===== config.mk =====
export PLATFORM = sky130hd
export DESIGN_NAME = hmf_ctrl
export DESIGN_NICKNAME = d
export VERILOG_FILES = /design/src/rtl/core/hmf_pkg.sv /design/src/rtl/core/hmf_ctrl.sv
export SDC_FILE = /design/constraint.sdc
export NUM_CORES = 1
export LEC_CHECK = 0
export BUFFER_PORTS_ARGS = -buffer_cell sky130_fd_sc_hd__buf_4
export CORE_MARGIN = 2
export CORE_UTILIZATION = 40
export CTS_CLUSTER_DIAMETER = 80
export DETAILED_ROUTE_END_ITERATION = 10
export GPL_TIMING_DRIVEN = 0
export PLACE_DENSITY = 0.69
export SLEW_MARGIN = 20
export SYNTH_ARGS = -nofsm -noshare
export SYNTH_HDL_FRONTEND = slang
export SYNTH_SLANG_ARGS = --single-unit

===== constraint.sdc =====
create_clock -name clock -period 3 [get_ports clock]
set_input_delay 0.15 -clock clock [delete_from_list [all_inputs] [get_ports clock]]
set_output_delay 0.15 -clock clock [all_outputs]
set_load 0.01 [all_outputs]

===== src/rtl/core/hmf_pkg.sv =====
// ----------------------------------------------------------------------------
// Histogram mode finder package
// Types, sizes and helper functions shared by the histogram mode finder.
// ----------------------------------------------------------------------------
package hmf_pkg;

   localparam int VALUE_BITS = 15;
   localparam int COUNT_BITS = 16;
   localparam int NUM_BINS = 1 << VALUE_BITS;
   localparam int SAMPLE_BITS = 15;
   localparam int OUT_COUNT_BITS = 16;
   localparam int WIDE_BITS = 32;
   localparam logic [WIDE_BITS-1:0] OUT_COUNT_MAX = WIDE_BITS'((1 << OUT_COUNT_BITS) - 1);

   typedef struct packed {
      logic signed [SAMPLE_BITS-1:0] sample_value;
      logic                          last_sample;
   } req_type;

   typedef struct packed {
      logic signed [SAMPLE_BITS-1:0] mode_value;
      logic [OUT_COUNT_BITS-1:0]     mode_count;
   } rsp_type;

   typedef enum logic [2:0] {
      ST_CLEAR,
      ST_COUNT,
      ST_FLUSH,
      ST_SCAN,
      ST_TAIL,
      ST_DONE
   } state_type;

   typedef struct packed {
      logic                  busy;
      logic                  sweep_read;
      logic                  sweep_clear;
      logic                  best_init;
      logic                  report;
      logic [VALUE_BITS-1:0] sweep_addr;
   } ctrl_type;

   // Biasing by half the bin range only flips the top bit of the index.
   function automatic logic [VALUE_BITS-1:0] bin_index(
      input logic signed [SAMPLE_BITS-1:0] sample);
      logic signed [WIDE_BITS-1:0] ext;
      logic [VALUE_BITS-1:0]       idx;
      ext = WIDE_BITS'(sample);
      idx = ext[VALUE_BITS-1:0];
      idx[VALUE_BITS-1] = ~idx[VALUE_BITS-1];
      return idx;
   endfunction

   function automatic logic signed [SAMPLE_BITS-1:0] bin_value(
      input logic [VALUE_BITS-1:0] idx);
      logic [VALUE_BITS-1:0]       val;
      logic signed [WIDE_BITS-1:0] ext;
      val = idx;
      val[VALUE_BITS-1] = ~val[VALUE_BITS-1];
      ext = WIDE_BITS'($signed(val));
      return ext[SAMPLE_BITS-1:0];
   endfunction

   function automatic logic [OUT_COUNT_BITS-1:0] out_count(
      input logic [COUNT_BITS-1:0] count);
      logic [WIDE_BITS-1:0] ext;
      ext = WIDE_BITS'(count);
      if (ext > OUT_COUNT_MAX) begin
         return '1;
      end
      return ext[OUT_COUNT_BITS-1:0];
   endfunction

endpackage


===== src/rtl/core/hmf_ctrl.sv =====
// ----------------------------------------------------------------------------
// Histogram mode finder control
// Sequences the clearing pass, sample counting, bin scan and result report.
// ----------------------------------------------------------------------------
module hmf_ctrl (
   input  logic              clock,
   input  logic              reset,
   input  logic              accept_last,
   output hmf_pkg::ctrl_type ctrl
);

   import hmf_pkg::*;

   state_type             state_ff;
   state_type             state_in;
   logic [VALUE_BITS-1:0] addr_ff;
   logic [VALUE_BITS-1:0] addr_in;
   logic                  addr_end;

   assign addr_end = &addr_ff;

   always_comb begin
      state_in = state_ff;
      case (state_ff)
         ST_CLEAR: begin
            if (addr_end) begin
               state_in = ST_COUNT;
            end
         end
         ST_COUNT: begin
            if (accept_last) begin
               state_in = ST_FLUSH;
            end
         end
         ST_FLUSH: state_in = ST_SCAN;
         ST_SCAN: begin
            if (addr_end) begin
               state_in = ST_TAIL;
            end
         end
         ST_TAIL: state_in = ST_DONE;
         ST_DONE: state_in = ST_COUNT;
         default: state_in = ST_CLEAR;
      endcase
   end

   always_comb begin
      ctrl = '0;
      ctrl.busy = (state_ff != ST_COUNT);
      ctrl.sweep_addr = addr_ff;
      case (state_ff)
         ST_CLEAR: ctrl.sweep_clear = 1'b1;
         ST_FLUSH: ctrl.best_init = 1'b1;
         ST_SCAN:  ctrl.sweep_read = 1'b1;
         ST_DONE:  ctrl.report = 1'b1;
         default:  ctrl.sweep_read = 1'b0;
      endcase
   end

   assign addr_in = (ctrl.sweep_clear || ctrl.sweep_read) ? addr_ff + 1'b1 : addr_ff;

   always_ff @(posedge clock) begin
      if (reset) begin
         state_ff <= ST_CLEAR;
         addr_ff <= '0;
      end else begin
         state_ff <= state_in;
         addr_ff <= addr_in;
      end
   end

endmodule


==> tab_implementation.tex <==
\begin{tabular}{lr}
\hline
Metric & Value \\
\hline
\multicolumn{2}{l}{\textbf{Status}} \\
Result of the run & completed \\
\multicolumn{2}{l}{\textbf{Detailed routing}} \\
Count of unresolved DRC violations after routing & 0 \\
Number of design-rule violations left by the first detailed-router iteration & 16 \\
Average via count per standard cell & 5.47 \\
Mean routed wirelength per cell & 12.1 um \\
Met2 routed WL & 930 um \\
Number of routed nets with antenna violations & 0 \\
Met3 Wirelength & 95 um \\
Post-Route M1 WL & 901 um \\
Number of vias after detailed routing & 875 \\
Number of detailed-route iterations in the first pass & 6 \\
Routed wire length & 1930 um \\
Topmost layer with routed signal wires & met3 \\
\multicolumn{2}{l}{\textbf{Critical path}} \\
Worst stage delay on the critical path & 0.52 ns \\
Endpoint kind of the worst setup timing path & flop \\
Worst endpoint data arrival time & 2.24 ns \\
Max FO, Critical Path & 7 \\
R2R Path Start & addr\_ff[0] \\
Depth of the worst register-to-register path & 6 \\
RR Endpoint & addr\_ff[14] \\
Capturing element of the worst setup path & addr\_ff[14] \\
Cells traversed along the worst timing path & ha\_1 -> nand3\_1 -> or3\_1 -> clkbuf\_2 -> or4\_1 -> a21oi\_1 \\
Source of the critical timing path & addr\_ff[0] \\
Required arrival time at the worst endpoint & 3.23 ns \\
Sort of element at the start of the critical path & flop \\
Worst reg-to-reg setup slack & 0.99 ns \\
Category of the most critical setup path & reg2reg \\
Slowest library cell on the worst path & sky130\_fd\_sc\_hd\_\_or4\_1 \\
\multicolumn{2}{l}{\textbf{Synth}} \\
Number of synthesized flops with an enable pin & 0 \\
Fraction of registers with async set or reset after synthesis & 0\% \\
Gate Count Post-Synth & 107 \\
Area fraction of the dominant cell type after synthesis & 38.7\% \\
Mapped Area & 932 um\^{}2 \\
Mean cell area of the mapped netlist & 8.71 um\^{}2 \\
Most common library cells after synthesis & 18 x sky130\_fd\_sc\_hd\_\_dfxtp\_1, 11 x sky130\_fd\_sc\_hd\_\_nor2\_1, 8 x sky130\_fd\_sc\_hd\_\_a21oi\_1, 8 x sky130\_fd\_sc\_hd\_\_nand2\_1, 7 x sky130\_fd\_sc\_hd\_\_xnor2\_1 \\
Flip-flop and latch count after synthesis & 18 \\
Yosys warns & 0 \\
Proportion of synthesized chip area in sequential cells & 38.7\% \\
Cell with the most instances after synthesis & sky130\_fd\_sc\_hd\_\_dfxtp\_1 \\
Primary FF master, synth & sky130\_fd\_sc\_hd\_\_dfxtp\_1 \\
Area contributors post-synth & sky130\_fd\_sc\_hd\_\_dfxtp\_1 39\%, sky130\_fd\_sc\_hd\_\_xnor2\_1 6.6\%, sky130\_fd\_sc\_hd\_\_nor2\_1 4.4\% \\
Distinct cell type count after synthesis & 32 \\
Syn Nets & 111 \\
Cell accounting for the most synthesized area & sky130\_fd\_sc\_hd\_\_dfxtp\_1 \\
\multicolumn{2}{l}{\textbf{Finish}} \\
Net count, final & 137 \\
Share of layout cells above drive strength 1 & 25.8\% \\
Final cell count without fillers & 160 \\
Core utilization of the finished layout & 52.5\% \\
Final instance area & 1160 um\^{}2 \\
Layout-stage area growth over the synthesis result & 24.6\% \\
Number of antenna cells inserted & 0 \\
\multicolumn{2}{l}{\textbf{Timing}} \\
Slew of the pin with the lowest slew margin & 0.445 ns \\
Final worst hold slack & 0.193 ns \\
Final setup skew & 0.00398 ns \\
Ratio of final minimum period to clock period & 66.9\% \\
Setup repair after global routing missed its margin & no \\
Maximum frequency from static timing analysis & 498 MHz \\
Final setup TNS & 0 ns \\
Max Transition Viols Final & 0 \\
Number of failing hold endpoints at the final stage & 0 \\
Final setup violating endpoints & 0 \\
Worst setup margin & 0.993 ns \\
Relative max-transition margin & 70.4\% \\
Min Clock Period, post-route & 2.01 ns \\
\multicolumn{2}{l}{\textbf{Clocking}} \\
Clk Latency, worst-skew pair & 0.29 ns \\
Clock Root Buffer & sky130\_fd\_sc\_hd\_\_clkbuf\_4 \\
TritonCTS clock tree & done \\
Number of buffers on the longest clock path & 2 \\
Setup fix buffers added after clock tree synthesis & 0 \\
Depth of the CTS H-tree & 1 \\
Count of clock tree sinks & 18 \\
Gates resized, CTS repair & 0 \\
CTS buffer count & 3 \\
\# hold bufs at CTS & 0 \\
Clock transition at path regs & 0.10 ns \\
\multicolumn{2}{l}{\textbf{Pwr}} \\
Power density relative to cell area & 362 nW/um\^{}2 \\
Final total power & 421 uW \\
Leak & 0.420 nW \\
Worst ir drop on vdd & 0.389 mV \\
\multicolumn{2}{l}{\textbf{Hold path}} \\
Tightest Hold Check Type & in2reg \\
Launch instance of the worst min-delay path & accept\_last \\
\multicolumn{2}{l}{\textbf{Global routing}} \\
Antenna violations before repair & 0 \\
Via count of the first global-routing pass & 787 \\
Combined global-route utilization of all metal layers & 16.0\% \\
Gr ovfl total & 0 \\
Largest net degree at the start of global routing & 11 \\
First-pass GRT wire length & 3270 um \\
\multicolumn{2}{l}{\textbf{Floorplan}} \\
Die outline width & 52.3 um \\
Row count & 17 \\
Initial Utilization & 42.1\% \\
Floorplan die area & 2730 um\^{}2 \\
\# IOs & 23 \\
Die Span Y & 52.3 um \\
Placeable core area & 2210 um\^{}2 \\
\multicolumn{2}{l}{\textbf{Place}} \\
Sum of net half-perimeters after detailed placement & 1450 um \\
Routability-driven placement congestion ratio & 0.709 \\
Post-placement setup slack & 1.02 ns \\
Placed cell count & 156 \\
Number of buffers inserted by port buffering & 21 \\
Post-Place Cell Area & 1120 um\^{}2 \\
\multicolumn{2}{l}{\textbf{Flow run}} \\
Max-cap violations & 0 \\
\hline
\end{tabular}
[routing by layer]
layer  track usage (%)  vias up
li1                  -      440
met1              19.6      415
met2              26.2       20
met3              5.71        0
met4              4.70        0
met5                 0        -
[sequential cells by signal (all words and copies together), names as in the netlist]
| signal | count |
|---|---|
| addr_ff | 15 |
| state_ff | 3 |
[worst min path at each step]
stage | end | cells past startpoint
detailed placement | addr_ff[14] | 2
global placement | addr_ff[13] | 2
CTS | state_ff[1] | 3
floorplan | state_ff[1] | 2
finish | state_ff[1] | 3
global route | state_ff[1] | 3
[cells in the final DEF (no fill, tap or decap), types with 2 or more instances in the layout]
cell / n
sky130_fd_sc_hd__xnor2_1: 7
sky130_fd_sc_hd__nand2_1: 8
sky130_fd_sc_hd__nor4b_1: 3
sky130_fd_sc_hd__dfxtp_1: 18
sky130_fd_sc_hd__clkbuf_1: 4
sky130_fd_sc_hd__nand3_1: 3
sky130_fd_sc_hd__o31ai_1: 5
sky130_fd_sc_hd__a21oi_1: 8
sky130_fd_sc_hd__or4_1: 4
sky130_fd_sc_hd__or3_1: 2
sky130_fd_sc_hd__clkbuf_4: 3
sky130_fd_sc_hd__nand4_1: 5
sky130_fd_sc_hd__nor4_1: 5
sky130_fd_sc_hd__nor2_1: 11
sky130_fd_sc_hd__o21ai_0: 2
sky130_fd_sc_hd__nor3_1: 3
sky130_fd_sc_hd__nor2b_1: 2
sky130_fd_sc_hd__clkbuf_8: 2
sky130_fd_sc_hd__nor3b_1: 2
sky130_fd_sc_hd__buf_4: 21
[worst max-delay path: cells and delay by family, from the launching register on]
family,cells,cell delay [ns]
simple gates,3,0.97
buf+inv,1,0.17
fa+ha+maj,1,0.23
flops,1,0.43
compound gates,1,0.15
[power by group]
part	internal (mW)	leakage, nW	switching, mW
Clock	0.0739	0.0210	0.0754
Sequential	0.243	0.146	0.00523
Combinational	0.0114	0.253	0.0120
[kinds of logic after synthesis]
kind of cell,count (synthesis),synth area share [%]
AOI/OAI and AO/OA,18,12.1
adders and majority gates,1,1.34
buffers and inverters,9,5.77
DFF,18,38.7
and+or+nand+nor,52,31.7
xor gates and xnor gates,9,10.5
[layout make-up]
class	count	area (um^2)
fill	229	1050
multi-input combinational	80	518
sequential	18	360
timing repair buffer	21	158
buffer	8	50.0
clock buffer	4	36.3
tap	28	35.0
inverter	1	3.75
(Power assumes the default switching activity.)
